--- src/rtl/core/rlf_pkg.sv ---
`timescale 1ns / 1ps
// ----------------------------------------------------------------------------
// Receive-link failsafe package
// Shared types, phase codes, beat kinds and register indexes for the
// receive-link failsafe unit.
// ----------------------------------------------------------------------------
package rlf_pkg;

  // Beat kinds on the input channel.
  localparam logic [1:0] KIND_TICK     = 2'd0;
  localparam logic [1:0] KIND_RX_VALID = 2'd1;
  localparam logic [1:0] KIND_RX_FAIL  = 2'd2;

  // Failsafe phase codes.
  localparam logic [2:0] PH_IDLE      = 3'd0;
  localparam logic [2:0] PH_LOSS      = 3'd1;
  localparam logic [2:0] PH_LANDING   = 3'd2;
  localparam logic [2:0] PH_LANDED    = 3'd3;
  localparam logic [2:0] PH_MONITOR   = 3'd4;
  localparam logic [2:0] PH_RECOVERED = 3'd5;

  // Switch modes.
  localparam logic [1:0] MODE_NORMAL = 2'd0;
  localparam logic [1:0] MODE_KILL   = 2'd1;
  localparam logic [1:0] MODE_STAGE2 = 2'd2;

  // Rearm hold times in milliseconds.
  localparam logic [11:0] HOLD_KILL_MS   = 12'd1000;
  localparam logic [11:0] HOLD_DISARM_MS = 12'd3000;

  // Configuration register indexes.
  localparam logic [2:0] CFG_MONITOR_ENABLE = 3'd0;
  localparam logic [2:0] CFG_FAILURE_PERIOD = 3'd1;
  localparam logic [2:0] CFG_RECOVERY_PERIOD = 3'd2;
  localparam logic [2:0] CFG_SWITCH_MODE    = 3'd3;
  localparam logic [2:0] CFG_THROTTLE_DELAY = 3'd4;

  // Configuration reset values.
  localparam logic [15:0] RST_FAILURE_PERIOD  = 16'd600;
  localparam logic [15:0] RST_RECOVERY_PERIOD = 16'd2200;
  localparam logic [15:0] RST_THROTTLE_DELAY  = 16'd10000;

  typedef struct packed {
    logic        monitor_enable;
    logic [15:0] failure_period_ms;
    logic [15:0] recovery_period_ms;
    logic [1:0]  switch_mode;
    logic [15:0] throttle_low_delay_ms;
  } cfg_t;

  typedef struct packed {
    logic [2:0]  phase;
    logic        active;
    logic        disarm;
    logic [15:0] count;
  } phase_status_t;

endpackage

--- src/rtl/core/rlf_cfg_regs.sv ---
`timescale 1ns / 1ps
// ----------------------------------------------------------------------------
// Receive-link failsafe configuration registers
// Holds the five setup registers, written one beat at a time by index.
// ----------------------------------------------------------------------------
module rlf_cfg_regs
  import rlf_pkg::*;
(
  input  logic        clk_i,
  input  logic        rst_ni,
  input  logic        cfg_valid_i,
  output logic        cfg_ready_o,
  input  logic [2:0]  cfg_index_i,
  input  logic [15:0] cfg_data_i,
  output cfg_t        cfg_o
);

  cfg_t cfg_q;

  assign cfg_ready_o = 1'b1;
  assign cfg_o       = cfg_q;

  always_ff @(posedge clk_i or negedge rst_ni) begin
    if (!rst_ni) begin
      cfg_q.monitor_enable        <= 1'b0;
      cfg_q.failure_period_ms     <= RST_FAILURE_PERIOD;
      cfg_q.recovery_period_ms    <= RST_RECOVERY_PERIOD;
      cfg_q.switch_mode           <= MODE_NORMAL;
      cfg_q.throttle_low_delay_ms <= RST_THROTTLE_DELAY;
    end else if (cfg_valid_i && cfg_ready_o) begin
      case (cfg_index_i)
        CFG_MONITOR_ENABLE:  cfg_q.monitor_enable        <= cfg_data_i[0];
        CFG_FAILURE_PERIOD:  cfg_q.failure_period_ms     <= cfg_data_i;
        CFG_RECOVERY_PERIOD: cfg_q.recovery_period_ms    <= cfg_data_i;
        CFG_SWITCH_MODE:     cfg_q.switch_mode           <= cfg_data_i[1:0];
        CFG_THROTTLE_DELAY:  cfg_q.throttle_low_delay_ms <= cfg_data_i;
        default: begin
        end
      endcase
    end
  end

endmodule

--- src/rtl/core/rlf_link_track.sv ---
`timescale 1ns / 1ps
// ----------------------------------------------------------------------------
// Receive-link failsafe link tracker
// Link-up hysteresis driven by receive-valid and receive-failed beats.
// ----------------------------------------------------------------------------
module rlf_link_track
  import rlf_pkg::*;
(
  input  logic        clk_i,
  input  logic        rst_ni,
  input  logic        upd_i,
  input  logic [1:0]  kind_i,
  input  logic [31:0] now_i,
  input  cfg_t        cfg_i,
  output logic        link_q_o,
  output logic        link_d_o,
  output logic        permit_d_o
);

  logic        link_q, link_d;
  logic        permit_q, permit_d;
  logic [31:0] good_q, good_d;
  logic [31:0] fail_q, fail_d;
  logic [31:0] since_fail, since_good;

  // Wrapping time differences against the last opposite event.
  assign since_fail = now_i - fail_q;
  assign since_good = now_i - good_q;

  always_comb begin
    link_d   = link_q;
    permit_d = permit_q;
    good_d   = good_q;
    fail_d   = fail_q;
    if (upd_i) begin
      case (kind_i)
        KIND_RX_VALID: begin
          good_d = now_i;
          if (since_fail > {16'd0, cfg_i.recovery_period_ms}) begin
            link_d   = 1'b1;
            permit_d = 1'b1;
          end
        end
        KIND_RX_FAIL: begin
          permit_d = 1'b0;
          fail_d   = now_i;
          if (since_good > {16'd0, cfg_i.failure_period_ms}) begin
            link_d = 1'b0;
          end
        end
        default: begin
        end
      endcase
    end
  end

  always_ff @(posedge clk_i or negedge rst_ni) begin
    if (!rst_ni) begin
      link_q   <= 1'b0;
      permit_q <= 1'b0;
      good_q   <= 32'd0;
      fail_q   <= 32'd0;
    end else begin
      link_q   <= link_d;
      permit_q <= permit_d;
      good_q   <= good_d;
      fail_q   <= fail_d;
    end
  end

  assign link_q_o   = link_q;
  assign link_d_o   = link_d;
  assign permit_d_o = permit_d;

endmodule

--- src/rtl/core/rlf_phase_fsm.sv ---
`timescale 1ns / 1ps
// ----------------------------------------------------------------------------
// Receive-link failsafe phase machine
// Resolves a whole update tick, including every re-pass through the phases,
// in one step of flat logic and updates the phase state.
// ----------------------------------------------------------------------------
module rlf_phase_fsm
  import rlf_pkg::*;
(
  input  logic          clk_i,
  input  logic          rst_ni,
  input  logic          tick_i,
  input  logic [31:0]   now_i,
  input  logic          armed_i,
  input  logic          throttle_low_i,
  input  logic          link_i,
  input  cfg_t          cfg_i,
  output phase_status_t status_o
);

  logic [2:0]  phase_q, phase_d;
  logic        active_q, active_d;
  logic [15:0] count_q, count_d;
  logic [11:0] hold_q, hold_d;
  logic [31:0] td_q, td_d;
  logic [31:0] rd_q, rd_d;
  logic        disarm;

  logic        rx, kill_mode;
  logic        c_dly, c_kill, c_dis, c_hold;
  logic [31:0] sum_dly, sum_kill, sum_dis, sum_hold;
  logic        gt_td_q, gt_rd_q;

  logic        run_idle, from_idle, activate, do_land;
  logic        sel_kill, sel_dis;
  logic [31:0] td1, land_sum;
  logic        gt, land_carry;

  assign rx        = link_i && (cfg_i.switch_mode != MODE_STAGE2);
  assign kill_mode = (cfg_i.switch_mode == MODE_KILL);

  // A carry out of now + x means the wrapped sum lies below now, which is
  // exactly the deadline test now > (now + x).
  assign {c_dly, sum_dly}   = {1'b0, now_i} + {17'd0, cfg_i.throttle_low_delay_ms};
  assign {c_kill, sum_kill} = {1'b0, now_i} + {21'd0, HOLD_KILL_MS};
  assign {c_dis, sum_dis}   = {1'b0, now_i} + {21'd0, HOLD_DISARM_MS};
  assign {c_hold, sum_hold} = {1'b0, now_i} + {21'd0, hold_q};
  assign gt_td_q            = now_i > td_q;
  assign gt_rd_q            = now_i > rd_q;

  always_comb begin
    phase_d  = phase_q;
    active_d = active_q;
    count_d  = count_q;
    hold_d   = hold_q;
    td_d     = td_q;
    rd_d     = rd_q;
    disarm   = 1'b0;
    activate = 1'b0;
    do_land  = 1'b0;
    sel_kill = 1'b0;
    sel_dis  = 1'b0;

    from_idle = (phase_q == PH_IDLE);
    run_idle  = from_idle || (phase_q == PH_RECOVERED) || ((phase_q == PH_LOSS) && rx);
    td1       = (armed_i && !throttle_low_i) ? sum_dly : (from_idle ? td_q : sum_dly);
    gt        = (!throttle_low_i || !from_idle) ? c_dly : gt_td_q;

    if (run_idle) begin
      // Recovery (directly or out of loss) clears the active flag and
      // restarts the throttle deadline before the idle pass runs.
      phase_d = PH_IDLE;
      if (!from_idle) begin
        active_d = 1'b0;
      end
      td_d = td1;
      if (!armed_i) begin
        td_d = 32'd0;
      end else if (kill_mode) begin
        activate = 1'b0 | 1'b1;
        do_land  = 1'b1;
        sel_kill = 1'b1;
      end else if (!rx) begin
        activate = 1'b1;
        if (gt) begin
          do_land = 1'b1;
          sel_dis = 1'b1;
        end else begin
          phase_d = PH_LANDED;
        end
      end
    end else begin
      case (phase_q)
        PH_LOSS: begin
          activate = 1'b1;
          phase_d  = PH_LANDED;
        end
        PH_LANDED: begin
          do_land = 1'b1;
        end
        PH_MONITOR: begin
          if (rx) begin
            if (gt_rd_q && !armed_i) begin
              phase_d  = PH_IDLE;
              active_d = 1'b0;
              td_d     = 32'd0;
            end
          end else begin
            rd_d = sum_hold;
          end
        end
        default: begin
        end
      endcase
    end

    if (activate) begin
      active_d = 1'b1;
      if (count_q != 16'hFFFF) begin
        count_d = count_q + 16'd1;
      end
    end

    land_sum   = sel_kill ? sum_kill : (sel_dis ? sum_dis : sum_hold);
    land_carry = sel_kill ? c_kill : (sel_dis ? c_dis : c_hold);

    // Landed pass: disarm, arm the rearm deadline and go monitoring. With the
    // link up and the deadline already behind, the craft recovers at once
    // and the following idle pass sees it disarmed.
    if (do_land) begin
      disarm = 1'b1;
      if (sel_kill) begin
        hold_d = HOLD_KILL_MS;
      end else if (sel_dis) begin
        hold_d = HOLD_DISARM_MS;
      end
      rd_d = land_sum;
      if (rx && land_carry) begin
        phase_d  = PH_IDLE;
        active_d = 1'b0;
        td_d     = 32'd0;
      end else begin
        phase_d = PH_MONITOR;
      end
    end
  end

  always_ff @(posedge clk_i or negedge rst_ni) begin
    if (!rst_ni) begin
      phase_q  <= PH_IDLE;
      active_q <= 1'b0;
      count_q  <= 16'd0;
      hold_q   <= 12'd0;
      td_q     <= 32'd0;
      rd_q     <= 32'd0;
    end else if (tick_i) begin
      phase_q  <= phase_d;
      active_q <= active_d;
      count_q  <= count_d;
      hold_q   <= hold_d;
      td_q     <= td_d;
      rd_q     <= rd_d;
    end
  end

  assign status_o.phase  = tick_i ? phase_d : phase_q;
  assign status_o.active = tick_i ? active_d : active_q;
  assign status_o.count  = tick_i ? count_d : count_q;
  assign status_o.disarm = tick_i && disarm;

endmodule

--- src/rtl/core/rx_link_failsafe_fsm_unit.sv ---
`timescale 1ns / 1ps
// ----------------------------------------------------------------------------
// Receive-link failsafe unit
// Tracks receive-link health with hysteresis and runs the failsafe phase
// machine on update ticks, giving one result beat for every input beat.
// ----------------------------------------------------------------------------
//
//   Channel   Direction  Handshake               Payload
//   input     in         in_valid_i / in_stall_o kind, now_ms, armed, throttle_low
//   output    out        out_valid_o/out_stall_i link_up, arm_permit, failsafe_active,
//                                                phase_code, disarm_request, event_total
//   config    in         cfg_valid_i/cfg_ready_o cfg_index_i, cfg_data_i
//
// A beat lands in the input register; when it advances, flat logic commits the
// state and loads the result register, so a beat can enter every cycle while
// the output is not stalled, and its result is offered from the result register.
// The logic depth is set by the tick resolution: four 32-bit adds with carries and
// two 32-bit compares. While both registers hold a beat, an output stall stalls the
// input in that same cycle. Reset gives link down, phase idle and the default
// register values; no clearing pass. The configuration port is always ready.
// ----------------------------------------------------------------------------
module rx_link_failsafe_fsm_unit
  import rlf_pkg::*;
(
  input  logic        clk_i,
  input  logic        rst_ni,

  input  logic        in_valid_i,
  output logic        in_stall_o,
  input  logic [1:0]  kind_i,
  input  logic [31:0] now_ms_i,
  input  logic        armed_i,
  input  logic        throttle_low_i,

  output logic        out_valid_o,
  input  logic        out_stall_i,
  output logic        link_up_o,
  output logic        arm_permit_o,
  output logic        failsafe_active_o,
  output logic [2:0]  phase_code_o,
  output logic        disarm_request_o,
  output logic [15:0] event_total_o,

  input  logic        cfg_valid_i,
  output logic        cfg_ready_o,
  input  logic [2:0]  cfg_index_i,
  input  logic [15:0] cfg_data_i
);

  cfg_t          cfg;
  phase_status_t status;

  // Input register.
  logic        in_valid_q;
  logic [1:0]  kind_q;
  logic [31:0] now_q;
  logic        armed_q;
  logic        thr_low_q;

  // Result register.
  logic        out_valid_q;
  logic        link_up_q;
  logic        permit_q;
  logic        active_q;
  logic [2:0]  phase_q;
  logic        disarm_q;
  logic [15:0] total_q;

  logic advance;
  logic tick;
  logic link_cur, link_next, permit_next;

  // A beat moves from the input register into the result register when the
  // result register is empty or is being drained this cycle. The state
  // modules commit on that same edge.
  assign advance    = in_valid_q && (!out_valid_q || !out_stall_i);
  assign in_stall_o = in_valid_q && !advance;
  assign tick       = advance && (kind_q == KIND_TICK) && cfg.monitor_enable;

  rlf_cfg_regs u_cfg (
    .clk_i       (clk_i),
    .rst_ni      (rst_ni),
    .cfg_valid_i (cfg_valid_i),
    .cfg_ready_o (cfg_ready_o),
    .cfg_index_i (cfg_index_i),
    .cfg_data_i  (cfg_data_i),
    .cfg_o       (cfg)
  );

  rlf_link_track u_link (
    .clk_i      (clk_i),
    .rst_ni     (rst_ni),
    .upd_i      (advance),
    .kind_i     (kind_q),
    .now_i      (now_q),
    .cfg_i      (cfg),
    .link_q_o   (link_cur),
    .link_d_o   (link_next),
    .permit_d_o (permit_next)
  );

  rlf_phase_fsm u_phase (
    .clk_i          (clk_i),
    .rst_ni         (rst_ni),
    .tick_i         (tick),
    .now_i          (now_q),
    .armed_i        (armed_q),
    .throttle_low_i (thr_low_q),
    .link_i         (link_cur),
    .cfg_i          (cfg),
    .status_o       (status)
  );

  always_ff @(posedge clk_i or negedge rst_ni) begin
    if (!rst_ni) begin
      in_valid_q <= 1'b0;
    end else if (in_valid_i && !in_stall_o) begin
      in_valid_q <= 1'b1;
    end else if (advance) begin
      in_valid_q <= 1'b0;
    end
  end

  always_ff @(posedge clk_i) begin
    if (in_valid_i && !in_stall_o) begin
      kind_q    <= kind_i;
      now_q     <= now_ms_i;
      armed_q   <= armed_i;
      thr_low_q <= throttle_low_i;
    end
  end

  always_ff @(posedge clk_i or negedge rst_ni) begin
    if (!rst_ni) begin
      out_valid_q <= 1'b0;
    end else if (advance) begin
      out_valid_q <= 1'b1;
    end else if (!out_stall_i) begin
      out_valid_q <= 1'b0;
    end
  end

  always_ff @(posedge clk_i) begin
    if (advance) begin
      link_up_q <= link_next;
      permit_q  <= permit_next;
      active_q  <= status.active;
      phase_q   <= status.phase;
      disarm_q  <= status.disarm;
      total_q   <= status.count;
    end
  end

  assign out_valid_o       = out_valid_q;
  assign link_up_o         = link_up_q;
  assign arm_permit_o      = permit_q;
  assign failsafe_active_o = active_q;
  assign phase_code_o      = phase_q;
  assign disarm_request_o  = disarm_q;
  assign event_total_o     = total_q;

endmodule
--- config.mk ---
export PLATFORM = sky130hd
export DESIGN_NAME = rx_link_failsafe_fsm_unit
export DESIGN_NICKNAME = d
export VERILOG_FILES = /design/src/rtl/core/rlf_pkg.sv /design/src/rtl/core/rlf_cfg_regs.sv /design/src/rtl/core/rlf_link_track.sv /design/src/rtl/core/rlf_phase_fsm.sv /design/src/rtl/core/rx_link_failsafe_fsm_unit.sv
export SDC_FILE = /design/constraint.sdc
export NUM_CORES = 1
export LEC_CHECK = 0
export BUFFER_PORTS_ARGS = -buffer_cell sky130_fd_sc_hd__clkbuf_2
export CORE_UTILIZATION = 65
export CTS_BUF_LIST = sky130_fd_sc_hd__clkbuf_4 sky130_fd_sc_hd__clkbuf_8
export DETAILED_ROUTE_END_ITERATION = 12
export GPL_TIMING_DRIVEN = 1
export HOLD_SLACK_MARGIN = 0.15
export MAX_ROUTING_LAYER = met4
export PLACE_DENSITY = 0.95
export SYNTH_ARGS = -nofsm -noshare
export SYNTH_HDL_FRONTEND = slang
export SYNTH_SLANG_ARGS = --single-unit
--- constraint.sdc ---
create_clock -name clk_i -period 6.4 [get_ports clk_i]
set_input_delay 0.32 -clock clk_i [delete_from_list [all_inputs] [get_ports clk_i]]
set_output_delay 0.32 -clock clk_i [all_outputs]
set_load 0.01 [all_outputs]
==> results of run 1 <==
-- cell type report --
cell class / count / area share
Multi-Input combinational cell: 1492 / 0.5012
Sequential cell: 265 / 0.3331
Timing Repair Buffer: 178 / 0.06116
Clock buffer: 65 / 0.03991
Inverter: 197 / 0.03547
Tap cell: 378 / 0.02269
Clock inverter: 20 / 0.006422
Antenna cell: 1 / 0.0001200
-- sequential cells by signal (all words and copies together) (netlist names) --
name	cells
u_cfg.cfg_o	51
now_q	32
u_link.fail_q	32
u_link.good_q	32
u_phase.rd_q	32
u_phase.td_q	32
event_total_o	16
u_phase.count_q	16
phase_code_o	3
u_phase.hold_q	3
u_phase.phase_q	3
kind_q	2
arm_permit_o	1
armed_q	1
disarm_request_o	1
failsafe_active_o	1
in_valid_q	1
link_up_o	1
out_valid_o	1
thr_low_q	1
u_link.link_q_o	1
u_link.permit_q	1
u_phase.active_q	1
-- routing by layer --
layer | vias to the layer above | GRT usage | routed length, µm
li1 | 7534 | - | -
met2 | 1155 | 0.6238 | 25580
met1 | 8034 | 0.4942 | 21110
met4 | 0 | 0.2288 | 3366
met5 | - | - | 0
met3 | 301 | 0.07581 | 5813
-- worst paths after layout --
| path | from | end | slack [ps] | cells past startpoint |
|---|---|---|---|---|
| max in group asynchronous | rst_ni | u_link.fail_q[17] | 4640 | 3 |
| max reg2reg | now_q[8] | link_up_o | 630 | 19 |
| max | now_q[8] | link_up_o | 630 | 19 |
| min reg2reg | in_valid_q | out_valid_o | 480 | 1 |
| min in group asynchronous | rst_ni | u_cfg.cfg_o[45] | 310 | 2 |
| min | cfg_index_i[0] | u_cfg.cfg_o[17] | 230 | 3 |
-- cells in the final DEF (no fill, tap or decap), types with 29 or more instances in the layout --
cell type / count
xor2_1: 46
nand3_1: 50
nand4_1: 34
nor3_1: 36
dlygate4sd3_1: 56
mux2_2: 78
inv_1: 197
nor2_1: 99
a21oi_1: 128
nand2_1: 214
clkbuf_2: 83
a21o_1: 47
xnor2_1: 65
ha_1: 188
buf_4: 38
edfxtp_1: 59
clkbuf_8: 56
o21ai_0: 175
dfrtp_1: 193
a31oi_1: 29
-- per-stage QoR --
| step | power, mW | hold slack, ps | cell area [µm²] | setup slack (ps) |
|---|---|---|---|---|
| CTS | 7.333 | 192.1 | 20840 | 695.3 |
| global route | 7.946 | 227.2 | 20850 | 380.1 |
| finish | 7.509 | 227.4 | 20850 | 632.7 |
| floorplan | 4.747 | 24.41 | 18420 | 1291 |
| detailed placement | 5.659 | 365.7 | 19320 | 759.8 |
| global placement | 5.477 | 363.1 | 19320 | 852.1 |
-- worst reg2reg max path, delay by kind of cell (launching register included) --
family | cells | cell delay, ps
compound gates | 8 | 2030
flops | 1 | 610
xor+xnor | 1 | 150
fa+ha+maj | 2 | 790
simple gates | 8 | 1900
-- kinds of logic (layout without fill, tap and decap cells) --
kind of cell | count (synthesis) | count (layout) | synth area share
buffers and inverters | 272 | 460 | 0.05685
AND/OR/NAND/NOR | 563 | 563 | 0.1454
other | 1 | 2 | 0.0002036
AO/OA/AOI/OAI | 540 | 540 | 0.1844
flip-flops | 265 | 265 | 0.3769
adder cells (fa/ha/maj) | 192 | 192 | 0.1320
XOR/XNOR | 111 | 111 | 0.05278
multiplexers | 85 | 85 | 0.05149
-- power by group --
part | leakage [nW] | total (mW) | internal, mW | switching (mW)
registers | 3.10 | 2.43 | 2.15 | 0.279
logic | 5.83 | 3.43 | 1.39 | 2.04
clock network | 0.513 | 1.65 | 0.886 | 0.759
==> out/results.ini, run 1 <==
[placed_design]
gp_congestion=0.9687
portBuffers=84
dp_hpwl_um=38560
placed_cells=2454

[synth]
ys.warnings.count=0
synth_edf_count=59
synth.most_common_cell=nand2_1
synth_largest_area_cell=dfrtp_1
syn-cell-area_mm2=0.01842
syn_inst=2029
synth_top_area_share=0.2622
ys_seq_area_frac=0.3769
synth_area_leaders=dfrtp_1 (26%), ha_1 (13%), edfxtp_1 (9.6%)
async_reset_ff_frac=0.7774
yosysUniqueCellTypes=82
synth_seq_cells=265
synth_area_per_cell_um2=9.078
ys.flop_type=dfrtp_1
synth_nets=2281
synth.cells.most_frequent=nand2_1 (214), inv_1 (197), dfrtp_1 (193)

[floorplan]
ioPinCount=86
initial_core_util=0.6612
die_h_um=170.3
die_w_um=170.3
die_area_mm2=0.02902
coreArea_mm2=0.02786
fp-row-count=61

[sta]
finalMaxSlewViolations=0
fmax_mhz=173.4
setup_viol=0
relSlewSlack=0.1485
hold_viol=0
worst_pin_slew_ps=1273
rsz0062_at_grt=no
clock_skew_ps=55.31
period_needed_ps=5767
finalSetupTns_ps=0
period_share=0.9011

[grt]
antenna_found_initial=1
first_global_vias=16840
grt_pass1_wl_um=88010
overflow=0
grt_max_degree=74
grt.total_usage=0.4024

[setup_path]
crit_chain=ha_1, a21o_1, a221o_1, or3_1, a41oi_1, nor2_1, nand2_1, nand2_1, xor2_1, ha_1, nand4_1, nor3_1, a221oi_1, a21oi_1, or4_1, or4_1, a2111oi_2, a31oi_1, a211o_1
crit_type=register to register
critPathCaptureType=register
crit_required_ps=6690
crit_family=compound AO/OA/AOI/OAI gates
cp-start-kind=register
cp_slowest_cell=edfxtp_1
crit_buf_inv=0
slowest_delay_ps=610
crit_fanout=12
cp.arrival_ps=6060

[routing]
drt_pass1_iterations=7
vias=17020
drt_iter0_drc=2103
vias_per_cell=6.558
drc=0
wire_per_inst_um=21.52
drtAntennaViolNets=0
wirelength_um=55870

[cts]
clock_sinks=265
h-tree-depth=2
cts_resized=0
cts_hold_buffers=56
cts_setup_buffers=0
cts_tree=done
clock_latency_ps=600
root_buffer=clkbuf_8
clk_pin_slew_ps=70
clockBufferDepth=3
numCtsBuffers=46

[layout]
final_cells=2596
syn_to_final_growth_pct=13.17
num-nets-final=2432
fillCellCount=1895
drive_gt1_frac=0.1430
area.sequential_mm2=0.006943
utilization=0.7483
multiInputGateArea_mm2=0.01045

[job]
drv_cap=0

[outcome]
status=finished, final reports clean

[hold_path]
hold_path.class=input port to register

[power_and_ir_drop]
ir_worst_vdd_uv=292.7
power.density_mw_per_mm2=360.2
leakagePower_nw=9.444

Power figures use the tool's default switching activity.
==> inputs of run 2 (changes only) <==
Clock period 6.4 ns to 5.9 ns, I/O delays scaled along.
==> out/results.ini, run 2 (synthesized netlist as in run 1, its figures left out) <==
[outcome]
status=finished, final reports clean

[layout]
syn_to_final_growth_pct=13.60
final_common_cell=nand2_1
multiInputGateArea_mm2=0.01045  ; unchanged
largest_reg_flops=51  ; unchanged
fillCellCount=1806  ; -4.7%
final_cell_mix=nand2_1 (214), inv_1 (197), dfrtp_1 (193)
num-nets-final=2432  ; unchanged
area.sequential_mm2=0.006943  ; unchanged
drive_gt1_frac=0.1425  ; -0.0005153

[power_and_ir_drop]
leakagePower_nw=9.477  ; +0.35%
p_total_mw=8.296  ; +10%
power.density_mw_per_mm2=396.5  ; +10%
ir_worst_vdd_uv=243.5  ; -17%

[sta]
worst_pin_slew_ps=1075  ; -198.7 ps
period_share=0.9563  ; +0.05519
setup_viol=0  ; unchanged
relSlewSlack=0.2835  ; +0.1351
hold_viol=0  ; unchanged
finalMaxSlewViolations=0  ; unchanged
fmax_mhz=177.2  ; +2.2%
period_needed_ps=5642  ; -125.0 ps
rsz0062_at_grt=no
finalSetupTns_ps=0  ; unchanged
clock_skew_ps=59.97  ; +4.660 ps

[placed_design]
dp_hpwl_um=37760  ; -2.1%
portBuffers=84  ; unchanged
gp_congestion=0.9712  ; +0.26%

[routing]
vias=17160  ; +0.80%
drt_pass1_iterations=8  ; +1
vias_per_cell=6.605  ; +0.73%
drtAntennaViolNets=0  ; unchanged
wire_per_inst_um=21.69  ; +0.78%
wirelength_um=56350  ; +0.86%
drt_iter0_drc=2055  ; -2.3%
drc=0  ; unchanged

[hold_path]
hold_path.class=input port to register

[floorplan]
initial_core_util=0.6612  ; unchanged
ioPinCount=86  ; unchanged
coreArea_mm2=0.02786  ; unchanged
die_area_mm2=0.02902  ; unchanged
die_h_um=170.3  ; unchanged
fp-row-count=61  ; unchanged
die_w_um=170.3  ; unchanged

[setup_path]
regToRegSetupSlack_ps=260  ; -380 ps
cp-start-kind=register
crit_fanout=7  ; -5
crit_required_ps=6180  ; -510 ps
critPathCaptureType=register
crit_type=register to register
cp.arrival_ps=5930  ; -130 ps

[cts]
clockBufferDepth=3  ; unchanged
h-tree-depth=2  ; unchanged
clk_pin_slew_ps=60  ; about the same
cts_tree=done
clock_latency_ps=600  ; about the same
numCtsBuffers=47  ; +2.2%
clock_sinks=265  ; unchanged
root_buffer=clkbuf_8

[grt]
overflow=0  ; unchanged
grt_pass1_wl_um=88770  ; +0.86%
grt_max_degree=82  ; +11%
grt.total_usage=0.4067  ; +0.004347
antenna_found_initial=1  ; unchanged
first_global_vias=17350  ; +3.0%

[job]
drv_cap=0  ; unchanged

## run 2: cell type report
| type | instances | share of cell area |
|---|---|---|
| multi-input cells | 1492 | 0.4993 |
| flip-flops and latches | 265 | 0.3318 |
| repair buffers | 177 | 0.06081 |
| clock buffers | 75 | 0.04335 |
| inverters | 197 | 0.03534 |
| well taps | 378 | 0.02260 |
| clock inverters | 12 | 0.006577 |
| diodes | 2 | 0.0002392 |
## run 2: repair_timing
action | in CTS | in global routing
hold buffers | 58 | 0
setup buffers | 0 | 0
endpoints found under the hold margin | 159 | 0
resized for setup | 0 | 0
## run 2: critical path, stage by stage (launching register included)
cell and delay (ps):
edfxtp_1 380, inv_1 280, ha_1 260, fa_1 220
nand2b_1 190, a21oi_2 100, o41ai_4 550, o21bai_2 160
xor2_1 180, ha_1 310, nand3_1 110, nor2_1 60
a211oi_1 220, o21ai_0 110, a221oi_1 250, a21oi_1 80
or4_1 500, or4_1 560, a2111oi_2 340, a31oi_1 160
a211o_1 310
## run 2: through the flow
step | worst slack, ps | cells | hold WS (ps) | utilization | cell area [µm²]
after floorplan | 790.9 | 2029 | -0.5911 | - | 18420
after global placement | 608.2 | 2451 | 361.8 | 0.6926 | 19290
after detailed placement | 402.0 | 2451 | 368.1 | 0.6926 | 19290
after CTS | 345.7 | 2596 | 192.0 | 0.7510 | 20920
after global routing | 65.28 | 2597 | 256.2 | 0.7510 | 20920
final | 257.7 | 2598 | 234.4 | 0.7511 | 20930
## run 2: worst paths after layout
path                                startpoint                end  depth (start not counted)
worst max-delay path                  now_q[0]          link_up_o                         20
worst min-delay path            cfg_index_i[2]    u_cfg.cfg_o[17]                          4
max in group asynchronous               rst_ni  u_link.fail_q[23]                          3
worst max register to register        now_q[0]          link_up_o                         20
worst min register to register      in_valid_q        out_valid_o                          1
min in group asynchronous               rst_ni    u_cfg.cfg_o[36]                          2
## run 2: where the power goes
group	switching (mW)	total [mW]	internal, mW	leakage [nW]
sequential	0.324	2.66	2.34	3.10
combinational	2.21	3.72	1.51	5.83
clock	0.810	1.92	1.11	0.552
total	3.34	8.30	4.95	9.48
## run 2: metal layers
metal / vias up / global-route usage / wire length [µm]
met2: 1211 / 0.6379 / 25790
li1: 7552 / - / -
met4: 0 / 0.2828 / 4045
met3: 358 / 0.08372 / 6450
met1: 8040 / 0.4686 / 20060
met5: - / - / 0
